File: config.mk
export PLATFORM = sky130hd
export DESIGN_NAME = tlb_page_table_translator
export DESIGN_NICKNAME = d
export VERILOG_FILES = /design/src/tlbpt_pkg.sv /design/src/tlbpt_ram.sv /design/src/tlbpt_ctrl.sv /design/src/tlbpt_datapath.sv /design/src/tlb_page_table_translator.sv
export SDC_FILE = /design/constraint.sdc
export NUM_CORES = 2
export LEC_CHECK = 0
export ABC_AREA = 1
export BUFFER_PORTS_ARGS = -buffer_cell sky130_fd_sc_hd__buf_2
export CAP_MARGIN = 20
export CORE_MARGIN = 2
export CORE_UTILIZATION = 45
export CTS_CLUSTER_SIZE = 30
export DETAILED_ROUTE_END_ITERATION = 16
export PLACE_DENSITY = 0.56
export SLEW_MARGIN = 20
export SYNTH_ARGS = -nofsm -noshare
export SYNTH_HDL_FRONTEND = slang
export SYNTH_SLANG_ARGS = --single-unit
File: constraint.sdc
create_clock -name clk_i -period 21 [get_ports clk_i]
set_input_delay 1.05 -clock clk_i [delete_from_list [all_inputs] [get_ports clk_i]]
set_output_delay 1.05 -clock clk_i [all_outputs]
set_load 0.02 [all_outputs]
File: src/tlbpt_pkg.sv
package tlbpt_pkg;

  localparam int unsigned TlbEntries = 16;
  localparam int unsigned PageCount  = 256;
  localparam int unsigned FrameCount = 128;
  localparam int unsigned PageBytes  = 256;

  localparam int unsigned AddrW   = 16;
  localparam int unsigned PaddrW  = 15;
  localparam int unsigned CfgW    = 8;
  localparam int unsigned CountW  = 16;
  localparam int unsigned EvictW  = 8;

  localparam logic [CfgW-1:0] CfgReset = 8'd128;

  // Controller states.
  typedef enum logic [2:0] {
    StIdle,
    StLookup,
    StTableRead,
    StEvict,
    StInstall,
    StDone
  } state_e;

  // Commands from the controller to the datapath.
  typedef struct packed {
    logic capture;
    logic tag_compare;
    logic table_read;
    logic evict;
    logic install;
    logic finish;
  } ctrl_t;

  // Status from the datapath to the controller.
  typedef struct packed {
    logic tlb_hit;
    logic page_valid;
    logic need_evict;
  } status_t;

endpackage

File: src/tlbpt_ram.sv
module tlbpt_ram #(
  parameter int unsigned Width = 8,
  parameter int unsigned Depth = 16
) (
  input  logic                     clk_i,
  input  logic                     we_i,
  input  logic [$clog2(Depth)-1:0] waddr_i,
  input  logic [Width-1:0]         wdata_i,
  input  logic [$clog2(Depth)-1:0] raddr_i,
  output logic [Width-1:0]         rdata_o
);

  logic [Width-1:0] mem_q [Depth];

  // One write port and one registered read port.
  always_ff @(posedge clk_i) begin
    if (we_i) begin
      mem_q[waddr_i] <= wdata_i;
    end
    rdata_o <= mem_q[raddr_i];
  end

endmodule

File: src/tlbpt_ctrl.sv
module tlbpt_ctrl (
  input  logic              clk_i,
  input  logic              rst_ni,
  input  logic              start,
  output logic              busy,
  input  tlbpt_pkg::status_t status_i,
  output tlbpt_pkg::ctrl_t   ctrl_o
);

  import tlbpt_pkg::*;

  state_e state_q, state_d;

  // State register.
  always_ff @(posedge clk_i or negedge rst_ni) begin
    if (!rst_ni) begin
      state_q <= StIdle;
    end else begin
      state_q <= state_d;
    end
  end

  // Next state.
  always_comb begin
    state_d = state_q;
    unique case (state_q)
      StIdle:      if (start) state_d = StLookup;
      StLookup:    state_d = status_i.tlb_hit ? StDone : StTableRead;
      StTableRead: begin
        if (status_i.page_valid || !status_i.need_evict) begin
          state_d = StInstall;
        end else begin
          state_d = StEvict;
        end
      end
      StEvict:     state_d = StInstall;
      StInstall:   state_d = StDone;
      StDone:      state_d = StIdle;
      default:     state_d = StIdle;
    endcase
  end

  // Outputs.
  always_comb begin
    ctrl_o = '0;
    busy   = 1'b1;
    unique case (state_q)
      StIdle:      begin busy = 1'b0; ctrl_o.capture = start; end
      StLookup:    ctrl_o.tag_compare = 1'b1;
      StTableRead: ctrl_o.table_read = 1'b1;
      StEvict:     ctrl_o.evict = 1'b1;
      StInstall:   ctrl_o.install = 1'b1;
      StDone:      ctrl_o.finish = 1'b1;
      default:     busy = 1'b1;
    endcase
  end

endmodule

File: src/tlbpt_datapath.sv
module tlbpt_datapath #(
  parameter int unsigned TLB_ENTRIES = tlbpt_pkg::TlbEntries,
  parameter int unsigned PAGE_COUNT  = tlbpt_pkg::PageCount,
  parameter int unsigned FRAME_COUNT = tlbpt_pkg::FrameCount,
  parameter int unsigned PAGE_BYTES  = tlbpt_pkg::PageBytes
) (
  input  logic                          clk_i,
  input  logic                          rst_ni,
  input  tlbpt_pkg::ctrl_t              ctrl_i,
  output tlbpt_pkg::status_t            status_o,
  input  logic [tlbpt_pkg::CfgW-1:0]    frames_in_use_i,
  input  logic [tlbpt_pkg::AddrW-1:0]   logical_address_i,
  output logic                          done_o,
  output logic [tlbpt_pkg::PaddrW-1:0]  physical_address_o,
  output logic                          tlb_hit_o,
  output logic                          page_fault_o,
  output logic                          evicted_valid_o,
  output logic [tlbpt_pkg::EvictW-1:0]  evicted_page_o,
  output logic [tlbpt_pkg::CountW-1:0]  hit_total_o,
  output logic [tlbpt_pkg::CountW-1:0]  fault_total_o
);

  import tlbpt_pkg::*;

  localparam int unsigned TlbW   = $clog2(TLB_ENTRIES);
  localparam int unsigned PageW  = $clog2(PAGE_COUNT);
  localparam int unsigned FrameW = $clog2(FRAME_COUNT);
  localparam int unsigned OffW   = $clog2(PAGE_BYTES);
  localparam int unsigned FcntW  = $clog2(FRAME_COUNT + 1);

  // Captured transaction fields.
  logic [PageW-1:0] page_q;
  logic [OffW-1:0]  off_q;

  // TLB held in flip-flops: tags, frames and LRU ranks.
  logic             tlb_v_q    [TLB_ENTRIES];
  logic [PageW-1:0] tlb_page_q [TLB_ENTRIES];
  logic [FrameW-1:0] tlb_frm_q [TLB_ENTRIES];
  logic [TlbW-1:0]  tlb_rank_q [TLB_ENTRIES];

  // Page table valid bits; frame numbers live in a RAM.
  logic [PAGE_COUNT-1:0] pv_q;

  logic [FcntW-1:0]  alloc_q;
  logic [FrameW-1:0] vptr_q;
  logic [CountW-1:0] hits_q, faults_q;

  logic [FrameW-1:0] frame_q;
  logic              hit_q, fault_q, ev_valid_q;
  logic [PageW-1:0]  ev_page_q;
  logic              done_q;

  // TLB match search.
  logic             match;
  logic [TlbW-1:0]  match_idx;
  always_comb begin
    match     = 1'b0;
    match_idx = '0;
    for (int j = TLB_ENTRIES - 1; j >= 0; j--) begin
      if (tlb_v_q[j] && tlb_page_q[j] == page_q) begin
        match     = 1'b1;
        match_idx = TlbW'(j);
      end
    end
  end

  // Install slot: lowest invalid entry, else the lowest rank.
  logic            any_free;
  logic [TlbW-1:0] free_idx, lru_idx;
  always_comb begin
    any_free = 1'b0;
    free_idx = '0;
    lru_idx  = '0;
    for (int j = TLB_ENTRIES - 1; j >= 0; j--) begin
      if (!tlb_v_q[j]) begin
        any_free = 1'b1;
        free_idx = TlbW'(j);
      end
      if (tlb_rank_q[j] == '0) lru_idx = TlbW'(j);
    end
  end

  // Frame limit clamped to 1..FRAME_COUNT.
  logic [FcntW-1:0] limit;
  always_comb begin
    if (frames_in_use_i == '0) begin
      limit = FcntW'(1);
    end else if (32'(frames_in_use_i) > FRAME_COUNT) begin
      limit = FcntW'(FRAME_COUNT);
    end else begin
      limit = FcntW'(frames_in_use_i);
    end
  end

  logic page_valid, need_evict;
  assign page_valid = pv_q[page_q];
  assign need_evict = !(alloc_q < limit);
  logic [FrameW-1:0] victim;
  assign victim = (FcntW'(vptr_q) >= alloc_q) ? '0 : vptr_q;

  assign status_o.tlb_hit    = match;
  assign status_o.page_valid = page_valid;
  assign status_o.need_evict = need_evict;

  // Page table frame RAM and frame owner RAM.
  logic             pt_we;
  logic [PageW-1:0] pt_raddr;
  logic [FrameW-1:0] pt_rdata;
  logic              fo_we;
  logic [PageW-1:0]  fo_rdata;

  assign pt_we    = ctrl_i.table_read && !page_valid;
  assign pt_raddr = ctrl_i.capture ? logical_address_i[OffW +: PageW] : page_q;
  assign fo_we    = pt_we;

  logic [FrameW-1:0] new_frame;
  assign new_frame = need_evict ? victim : FrameW'(alloc_q);

  tlbpt_ram #(.Width(FrameW), .Depth(PAGE_COUNT)) u_page_ram (
    .clk_i   (clk_i),
    .we_i    (pt_we),
    .waddr_i (page_q),
    .wdata_i (new_frame),
    .raddr_i (pt_raddr),
    .rdata_o (pt_rdata)
  );

  tlbpt_ram #(.Width(PageW), .Depth(FRAME_COUNT)) u_owner_ram (
    .clk_i   (clk_i),
    .we_i    (fo_we),
    .waddr_i (new_frame),
    .wdata_i (page_q),
    .raddr_i (new_frame),
    .rdata_o (fo_rdata)
  );

  // LRU update target and its old rank.
  logic            touch;
  logic [TlbW-1:0] touch_idx;
  assign touch     = (ctrl_i.tag_compare && match) || ctrl_i.install;
  assign touch_idx = ctrl_i.install ? (any_free ? free_idx : lru_idx) : match_idx;

  // TLB and table state.
  always_ff @(posedge clk_i or negedge rst_ni) begin
    if (!rst_ni) begin
      pv_q     <= '0;
      alloc_q  <= '0;
      vptr_q   <= '0;
      hits_q   <= '0;
      faults_q <= '0;
      done_q   <= 1'b0;
      for (int j = 0; j < TLB_ENTRIES; j++) begin
        tlb_v_q[j]    <= 1'b0;
        tlb_rank_q[j] <= '0;
      end
    end else begin
      done_q <= ctrl_i.finish;
      if (touch) begin
        for (int j = 0; j < TLB_ENTRIES; j++) begin
          if (TlbW'(j) == touch_idx) begin
            tlb_rank_q[j] <= TlbW'(TLB_ENTRIES - 1);
          end else if (tlb_rank_q[j] > tlb_rank_q[touch_idx]) begin
            tlb_rank_q[j] <= tlb_rank_q[j] - 1'b1;
          end
        end
      end
      if (ctrl_i.install) begin
        tlb_v_q[touch_idx] <= 1'b1;
      end
      if (pt_we) begin
        pv_q[page_q] <= 1'b1;
        if (need_evict) begin
          vptr_q <= (FcntW'(victim) + 1'b1 >= alloc_q) ? '0 : victim + 1'b1;
        end else begin
          alloc_q <= alloc_q + 1'b1;
        end
      end
      // Invalidate the evicted page in the table and in the TLB.
      if (ctrl_i.evict) begin
        if (fo_rdata != page_q) pv_q[fo_rdata] <= 1'b0;
        for (int j = 0; j < TLB_ENTRIES; j++) begin
          if (tlb_v_q[j] && tlb_page_q[j] == fo_rdata) tlb_v_q[j] <= 1'b0;
        end
      end
      if (ctrl_i.finish) begin
        if (hit_q && hits_q != '1) hits_q <= hits_q + 1'b1;
        if (fault_q && faults_q != '1) faults_q <= faults_q + 1'b1;
      end
    end
  end

  // Payload registers.
  always_ff @(posedge clk_i) begin
    if (ctrl_i.capture) begin
      page_q     <= logical_address_i[OffW +: PageW];
      off_q      <= logical_address_i[OffW-1:0];
      hit_q      <= 1'b0;
      fault_q    <= 1'b0;
      ev_valid_q <= 1'b0;
      ev_page_q  <= '0;
    end
    if (ctrl_i.tag_compare && match) begin
      hit_q   <= 1'b1;
      frame_q <= tlb_frm_q[match_idx];
    end
    if (ctrl_i.table_read) begin
      if (page_valid) begin
        frame_q <= pt_rdata;
      end else begin
        fault_q <= 1'b1;
        frame_q <= new_frame;
        ev_valid_q <= need_evict;
      end
    end
    if (ctrl_i.evict) ev_page_q <= fo_rdata;
    if (ctrl_i.install) begin
      tlb_page_q[touch_idx] <= page_q;
      tlb_frm_q[touch_idx]  <= frame_q;
    end
  end

  assign done_o             = done_q;
  assign physical_address_o = PaddrW'({frame_q, off_q});
  assign tlb_hit_o          = hit_q;
  assign page_fault_o       = fault_q;
  assign evicted_valid_o    = ev_valid_q;
  assign evicted_page_o     = EvictW'(ev_page_q);
  assign hit_total_o        = hits_q;
  assign fault_total_o      = faults_q;

endmodule

File: src/tlb_page_table_translator.sv
// Translates one logical address per transaction. Pulse start while busy is
// low; the result appears for exactly one cycle with done_o high and cannot be
// stalled. A TLB hit needs only the TLB compare; a page-table hit adds the
// registered page-table read and the TLB install, and a fault that evicts a
// resident page also the owner read for eviction. frames_in_use is written
// over the cfg channel, always accepted.
module tlb_page_table_translator #(
  parameter int unsigned TLB_ENTRIES = tlbpt_pkg::TlbEntries,
  parameter int unsigned PAGE_COUNT  = tlbpt_pkg::PageCount,
  parameter int unsigned FRAME_COUNT = tlbpt_pkg::FrameCount,
  parameter int unsigned PAGE_BYTES  = tlbpt_pkg::PageBytes
) (
  input  logic                          clk_i,
  input  logic                          rst_ni,
  input  logic                          start,
  output logic                          busy,
  input  logic [tlbpt_pkg::AddrW-1:0]   logical_address_i,
  input  logic                          cfg_valid_i,
  output logic                          cfg_ready_o,
  input  logic [tlbpt_pkg::CfgW-1:0]    cfg_data_i,
  output logic                          done_o,
  output logic [tlbpt_pkg::PaddrW-1:0]  physical_address_o,
  output logic                          tlb_hit_o,
  output logic                          page_fault_o,
  output logic                          evicted_valid_o,
  output logic [tlbpt_pkg::EvictW-1:0]  evicted_page_o,
  output logic [tlbpt_pkg::CountW-1:0]  hit_total_o,
  output logic [tlbpt_pkg::CountW-1:0]  fault_total_o
);

  import tlbpt_pkg::*;

  ctrl_t   ctrl;
  status_t status;
  logic [CfgW-1:0] frames_in_use_q;

  // Configuration register.
  assign cfg_ready_o = 1'b1;
  always_ff @(posedge clk_i or negedge rst_ni) begin
    if (!rst_ni) begin
      frames_in_use_q <= CfgReset;
    end else if (cfg_valid_i) begin
      frames_in_use_q <= cfg_data_i;
    end
  end

  tlbpt_ctrl u_ctrl (
    .clk_i    (clk_i),
    .rst_ni   (rst_ni),
    .start    (start),
    .busy     (busy),
    .status_i (status),
    .ctrl_o   (ctrl)
  );

  tlbpt_datapath #(
    .TLB_ENTRIES (TLB_ENTRIES),
    .PAGE_COUNT  (PAGE_COUNT),
    .FRAME_COUNT (FRAME_COUNT),
    .PAGE_BYTES  (PAGE_BYTES)
  ) u_dp (
    .clk_i              (clk_i),
    .rst_ni             (rst_ni),
    .ctrl_i             (ctrl),
    .status_o           (status),
    .frames_in_use_i    (frames_in_use_q),
    .logical_address_i  (logical_address_i),
    .done_o             (done_o),
    .physical_address_o (physical_address_o),
    .tlb_hit_o          (tlb_hit_o),
    .page_fault_o       (page_fault_o),
    .evicted_valid_o    (evicted_valid_o),
    .evicted_page_o     (evicted_page_o),
    .hit_total_o        (hit_total_o),
    .fault_total_o      (fault_total_o)
  );

  // A hit is never a fault, and an eviction only comes with a fault.
  assert property (@(posedge clk_i) disable iff (!rst_ni)
    done_o |-> !(tlb_hit_o && page_fault_o))
    else $error("hit and fault reported together");
  assert property (@(posedge clk_i) disable iff (!rst_ni)
    done_o && evicted_valid_o |-> page_fault_o)
    else $error("eviction without fault");
  // A start while idle is always taken, and the block is idle while the result is shown.
  assert property (@(posedge clk_i) disable iff (!rst_ni)
    done_o |-> !busy)
    else $error("still busy after result");
  assert property (@(posedge clk_i) disable iff (!rst_ni)
    start && !busy |=> busy)
    else $error("transaction not taken");

endmodule
# Word level (Yosys, flattened, before mapping)
# Memory sizes are Yosys's and may differ from the RTL's. A register that Yosys moved wholly into a read port is not among the register bits.
# Cells that the tools add are included.
dict set report word_totals {
  register_bits 429
  ram_bits 3056
  output_inout_bits 61
  wordCells 438
  n_memories 4
}
dict set report classes {
  addsub 21
  order_cmp 26
  n_eq_ne 56
  muxes 178
  bitwise 6
  reduce_logical 100
}
# memory words word_bits read_ports rd_ports_with_merged_regs write_ports line_no
set mem_list {}
lappend mem_list {u_dp.u_page_ram.mem_q 256 7 1 1 1 tlbpt_ram.sv:13} ;# logic [Width-1:0] mem_q [Depth];
lappend mem_list {u_dp.u_owner_ram.mem_q 128 8 1 1 1 tlbpt_ram.sv:13}
lappend mem_list {u_dp.tlb_page_q 16 8 16 0 1 tlbpt_datapath.sv:37} ;# logic [PageW-1:0] tlb_page_q [TLB_ENTRIES];
lappend mem_list {u_dp.tlb_frm_q 16 7 1 0 1 tlbpt_datapath.sv:38} ;# logic [FrameW-1:0] tlb_frm_q [TLB_ENTRIES];
# operator count
set op_table {}
lappend op_table {{two-way mux 256 bit} 3}
lappend op_table {{two-way mux 4 bit} 84}
lappend op_table {{bitwise AND 256 bit} 1}
lappend op_table {{== test 8 bit} 32}
lappend op_table {{inverter 256 bit} 1}
lappend op_table {{OR 256 bit} 1}
lappend op_table {{two-way mux 1 bit} 69}
lappend op_table {{logical NOT 4 bit} 17}
lappend op_table {{> comparator 4 bit} 16}
lappend op_table {{subtractor 4 x 1 -> 4 bit (second input constant)} 16}
lappend op_table {{two-way mux 7 bit} 6}
lappend op_table {{two-way mux 8 bit} 5}
lappend op_table {{AND reduction 2 bit} 20}
lappend op_table {{logical AND 1 bit} 39}
lappend op_table {{nonzero test 2 bit} 18}
lappend op_table {{adder 16 x 1 -> 16 bit (second input constant)} 2}
lappend op_table {{== test 4 bit (first input constant)} 8}
lappend op_table {{two-way mux 16 bit} 2}
lappend op_table {{!= test 16 bit (second input constant)} 2}
lappend op_table {{< comparator 8 x 9 -> 1 bit (second input constant)} 2}
lappend op_table {{binary-select mux 4 bit (select 4 bit)} 1}
lappend op_table {{demux 1 bit (select 8 bit)} 2}
lappend op_table {{== test 3 x 4 -> 1 bit (first input constant)} 4}
lappend op_table {{greater-or-equal comparator 8 x 1 -> 1 bit (second input constant)} 2}
lappend op_table {{27 further kinds} 34}

# Longest topological paths before layout
# An unclocked memory read counts as a cell.
dict set report depth {
  depth_word 29
  mapped_depth 42
  ltp_nobuf 41
}

# Hierarchy
# Synthesis repeated with hierarchy kept, for this count alone.
dict set report unflattened {
  cells_unflattened 14045
  area_unflattened_um2 152627.6
}
# module instances cells_each area_each_um2 seq_area_each_um2
set modules_own_cells {}
lappend modules_own_cells {{tlbpt_ram (u_dp.u_page_ram)} 1 6218 73269.0 53951.7}
lappend modules_own_cells {{tlbpt_ram (u_dp.u_owner_ram)} 1 3575 42104.1 30909.6}
lappend modules_own_cells {tlbpt_datapath 1 4185 36730.2 17727.0}
lappend modules_own_cells {tlb_page_table_translator 1 36 317.8 201.4}
lappend modules_own_cells {tlbpt_ctrl 1 31 206.4 75.1}

# Worst setup path after synthesis
# No wires, ideal clock.
dict set report synth_timing {
  path_type {reg2reg}
  from {reg frames_in_use_q[2]}
  to {mem u_dp.u_owner_ram.mem_q[120][0], enable pin}
  setup_time_ns 0.399
  t_arrival_ns 15.496
  required_time_ns 20.601
  slack_ns 5.106
  path_stages_with_launch 15
  synth_period_minus_slack_ns 15.894
  path_cell_list {dfrtp_1 inv_1 nand4_1 o21ai_2 nand2_1 ha_1 a21oi_1 nor2_1 a211oi_1 nand2_2 o21ai_0 nand2_1 inv_1 nand3_1 nor4_1}
}
dict set report synth_via {
  elab_chain_cells 5
  elab_cells_between_ends 6
}
# item line_no
set synth_lines {}
lappend synth_lines {{start: declaration} tlb_page_table_translator.sv:35} ;# logic [CfgW-1:0] frames_in_use_q;
lappend synth_lines {{start signal: assignment} tlb_page_table_translator.sv:41} ;# frames_in_use_q <= CfgReset;
lappend synth_lines {{start signal: assignment} tlb_page_table_translator.sv:43} ;# frames_in_use_q <= cfg_data_i;
lappend synth_lines {{> comparator 8 bit} tlbpt_datapath.sv:88} ;# end else if (32'(frames_in_use_i) > FRAME_COUNT) begin
lappend synth_lines {{two-way mux 8 bit} tlbpt_datapath.sv:88}
lappend synth_lines {{two-way mux 8 bit (*)} tlbpt_datapath.sv:86} ;# if (frames_in_use_i == '0) begin
lappend synth_lines {{< comparator 8 bit (*)} tlbpt_datapath.sv:97} ;# assign need_evict = !(alloc_q < limit);
lappend synth_lines {{two-way mux 7 bit (*)} tlbpt_datapath.sv:117} ;# assign new_frame = need_evict ? victim : FrameW'(alloc_q);
lappend synth_lines {{net u_dp.new_frame[5]} tlbpt_datapath.sv:116} ;# logic [FrameW-1:0] new_frame;
lappend synth_lines {{end: declaration} tlbpt_ram.sv:13}
# The timed path passes the listed nets; every way through them passes the cells marked *.

# Worst setup path in the final report
dict set report layout_timing {
  from {reg u_dp.page_q[6]}
  to {reg u_dp.tlb_rank_q[45] in the netlist's numbering}
}
dict set report layout_via {
  elab_chain_cells 26
  elab_cells_between_ends 76
}
# item line_no
set layout_lines {}
lappend layout_lines {{start: declaration} tlbpt_datapath.sv:32} ;# logic [PageW-1:0] page_q;
lappend layout_lines {{start signal: assignment} tlbpt_datapath.sv:195} ;# page_q <= logical_address_i[OffW +: PageW];
lappend layout_lines {{== test 8 bit} tlbpt_datapath.sv:60} ;# if (tlb_v_q[j] && tlb_page_q[j] == page_q) begin
lappend layout_lines {{logical AND 1 bit} tlbpt_datapath.sv:60}
lappend layout_lines {{two-way mux 4 bit (16 in series)} tlbpt_datapath.sv:60}
lappend layout_lines {{two-way mux 4 bit} tlbpt_datapath.sv:141} ;# assign touch_idx = ctrl_i.install ? (any_free ? free_idx : lru_idx) : match_idx;
lappend layout_lines {{inverter 4 -> 5 bit (not written as such)} tlbpt_datapath.sv:162} ;# end else if (tlb_rank_q[j] > tlb_rank_q[touch_idx]) begin
lappend layout_lines {{binary-select mux 4 bit (select 4 bit)} tlbpt_datapath.sv:162}
lappend layout_lines {{two-way mux 4 bit (not written as such) (2 in series)} tlbpt_datapath.sv:162}
lappend layout_lines {{> comparator 4 bit} tlbpt_datapath.sv:162}
lappend layout_lines {{nonzero test 2 bit (no source line)} n/a}
lappend layout_lines {{AND reduction 2 bit (no source line)} n/a}
lappend layout_lines {{end signal: indexed assignment} tlbpt_datapath.sv:161} ;# tlb_rank_q[j] <= TlbW'(TLB_ENTRIES - 1);
lappend layout_lines {{end signal: indexed assignment} tlbpt_datapath.sv:163} ;# tlb_rank_q[j] <= tlb_rank_q[j] - 1'b1;
lappend layout_lines {{end: declaration} tlbpt_datapath.sv:39} ;# logic [TlbW-1:0] tlb_rank_q [TLB_ENTRIES];
# Several ways; a longest one is shown, not always the timed one. The select of a mux whose other input is x is not followed.
# A chain may end at the register's enable or synchronous reset.

==> results.cfg <==
[die]
die-area_um2 = 341000
io-pin-count = 89
core_area_um2 = 336000
die_w_um = 584
floorplan.rows = 213
start_util_pct = 45.1
dieHeight_um = 584

[sta]
max_slew_margin_pct = 14.1
fin_setup_tns_ps = 0
worst_pin_slew_ps = 1290
clock.fmax_ghz = 0.142
hold_violations = 0
rsz0062_at_grt = no
drv_slew = 0
finalCritPeriodShare_pct = 33.5
period_minus_slack_ps = 7030
setup-violations-final = 0
skew_ps = 85.6

[cells_and_area]
fillCellCount = 30200
area_growth_pct = 11.4
nets = 14300
post-route-util_pct = 50.2
layout-drive-gt1-share_pct = 6.71
layout_common_cells = nand2_1, edfxtp_1, nor2_1
layout_commonest_cell = nand2_1
final_cell_area_um2 = 169000

[critical_path]
rrSetupSlack_ps = 13970
crit_top_cell = nand2_1
crit_buf_inv = 5
end_kind = flop
cp-start-kind = flop
required_ps = 21830
rr_startpoint = u_dp.page_q[6]
cpPeakStageDelay_ps = 810
path_delay_family = simple AND/OR/NAND/NOR gates
cp-startpoint = u_dp.page_q[6]
path_class = flop to flop
crit_path_end = u_dp.tlb_rank_q[45]
r2r-end = u_dp.tlb_rank_q[45]
arrival_ps = 7860
cp.depth = 31
cpMaxStageDelayCell = dfxtp_4
reg2reg_depth = 31
crit_fanout = 52

[synth]
yosys_most_used_dff = edfxtp_1
yosys_warnings = 0
synth_seq_area_share_pct = 67.9
postSynthCellCount = 14300
synth_edf_count = 3079
synth_cell_types = 64
ys_async_sr_fraction_pct = 11.3
syn-cell-area_um2 = 152000
avgSynthCellArea_um2 = 10.6
syn-num-nets = 14500
synth_seq_cells = 3500

[placed_design]
place_congestion = 0.904
hpwl_mm = 275
io_buffers = 87
placed_cell_area_um2 = 157000

[clock_tree]
cts_tree = built
cts_buffers = 379
cts_buffer_depth = 4
htree_levels = 5
post_cts_buffers = 0
clockRootBuffer = clkbuf_16
clk_latency_ps = 980
clk_pin_slew_worst_paths_ps = 70
ctsHoldBuffers = 0
cts_resized = 0
cts_sinks = 3500

[route]
num_vias = 107000
drt_iter0_drc = 11900
dr.pass1.iters = 6
drc = 0
ant_nets = 0
via_per_inst = 5.60
routedWlPerCell_um = 24.7
drt_wl_total_mm = 471

[hold_path]
hold_class = input port to async pin

[run]
maxCapViolCount = 0

[global_route]
first_global_vias = 102000
grt-ovfl-total = 0
track_usage_pct = 27.0
grt_max_degree = 206
grt_pass1_wl_mm = 688
grt_antenna_before_repair = 14

[power]
power_w = 0.0257
cellLeakagePower_nw = 64.1
vdd_drop_max_v = 0.000144
power_density_nw_per_um2 = 152

[status]
status = finished, final reports clean
final cells by class:
type | instances | area [µm²] | share of cell area, %
Clock inverter | 215 | 1920 | 1.14
Antenna cell | 23 | 57.6 | 0.0341
Timing Repair Buffer | 302 | 2210 | 1.31
Sequential cell | 3500 | 103000 | 61.0
Inverter | 959 | 3640 | 2.16
Multi-Input combinational cell | 9068 | 42300 | 25.0
Tap cell | 4515 | 5650 | 3.35
Clock buffer | 482 | 10100 | 6.01
worst min-delay path by stage:
| stage | startpoint | to | slack [ps] |
|---|---|---|---|
| 2_1_floorplan | u_dp.vptr_q[0] | u_dp.vptr_q[0] | 450 |
| 3_3_place_gp | u_dp.vptr_q[0] | u_dp.vptr_q[0] | 470 |
| 3_5_place_dp | u_dp.vptr_q[0] | u_dp.vptr_q[0] | 470 |
| 4_1_cts | rst_ni | u_dp.pv_q[11] | 50 |
| 5_1_grt | rst_ni | u_dp.pv_q[2] | 100 |
| 6_report | rst_ni | u_dp.pv_q[33] | 80 |
cell families (layout without fill, tap and decap cells):
kind of cell,count (synthesis),count (layout),synth area share (%)
AND/OR/NAND/NOR,6319,6319,16.6
flip-flops,3500,3500,67.9
AO/OA/AOI/OAI,2507,2507,9.43
buffers and inverters,1769,1958,4.49
XOR/XNOR,135,135,0.780
adder cells (fa/ha/maj),106,106,0.875
other,1,24,0.00247
synthesized netlist by cell type (6+ instances only):
cell type  instances  share of area, %
xor2_1            95              0.55
o21ai_0         1250               4.1
xnor2_1           40              0.23
nor3b_1            6             0.030
buf_4              8             0.040
nor2_2             9             0.037
o2111ai_1          9             0.052
o211ai_1           9             0.045
nor3_4            15              0.16
buf_2             89              0.29
buf_1             45              0.11
nor2_1          1820               4.5
a221oi_1          15             0.087
nand2_1         3806               9.4
a2111oi_0         12             0.069
o22ai_1          536               2.2
inv_1            927               2.3
o21ai_2            6             0.035
a41oi_1            9             0.052
o21a_1            12             0.059
ha_1             106              0.88
edfxtp_1        3079                61
dfrtp_1          394               6.5
a22oi_1           34              0.17
or2_2             19             0.078
nor4_1            48              0.20
o21bai_1          16             0.079
a21oi_1          379               1.3
clkbuf_1         666               1.6
o21ai_1           28             0.092
nand3b_1          34              0.17
o31ai_1           17             0.084
nand3_1          425               1.4
clkinv_1          14             0.035
nor3_1            54              0.18
o221ai_1         147              0.85
inv_2             16             0.040
a32oi_1            6             0.035
dfxtp_1           26              0.34
nand4_1           64              0.26
a22o_1             7             0.040
registers in the layout (all words and copies together), names as in the netlist, 16 cells and up:
| signal | count |
|---|---|
| u_dp.fault_total_o | 16 |
| u_dp.hit_total_o | 16 |
| u_dp.pv_q | 256 |
| u_dp.tlb_frm_q | 112 |
| u_dp.tlb_page_q | 128 |
| u_dp.tlb_rank_q | 64 |
| u_dp.tlb_v_q | 16 |
| u_dp.u_owner_ram.mem_q | 1024 |
| u_dp.u_page_ram.mem_q | 1792 |
report_power, final:
part / total, W / switching [W] / internal (W)
Combinational: 0.0102 / 0.00777 / 0.00240
Sequential: 0.00893 / 0.000330 / 0.00860
Clock: 0.00657 / 0.00282 / 0.00375
Total: 0.0257 / 0.0109 / 0.0147
per-layer routing:
layer	routed length [µm]	global-route usage, %
met2	214000	42.3
met5	69	0
met1	200000	38.0
met3	40800	5.12
met4	16300	8.83
per-stage QoR:
| stage | worst slack [ps] | std cells | hold slack, ps |
|---|---|---|---|
| after global routing | 13280 | 19000 | 95.1 |
| after detailed placement | 13760 | 18300 | 472 |
| after CTS | 13930 | 19000 | 54.2 |
| final | 13970 | 19100 | 76.2 |
| after floorplan | 5110 | 14300 | 453 |
| after global placement | 13850 | 18300 | 469 |
No activity file was read; power rests on OpenSTA's default activity.
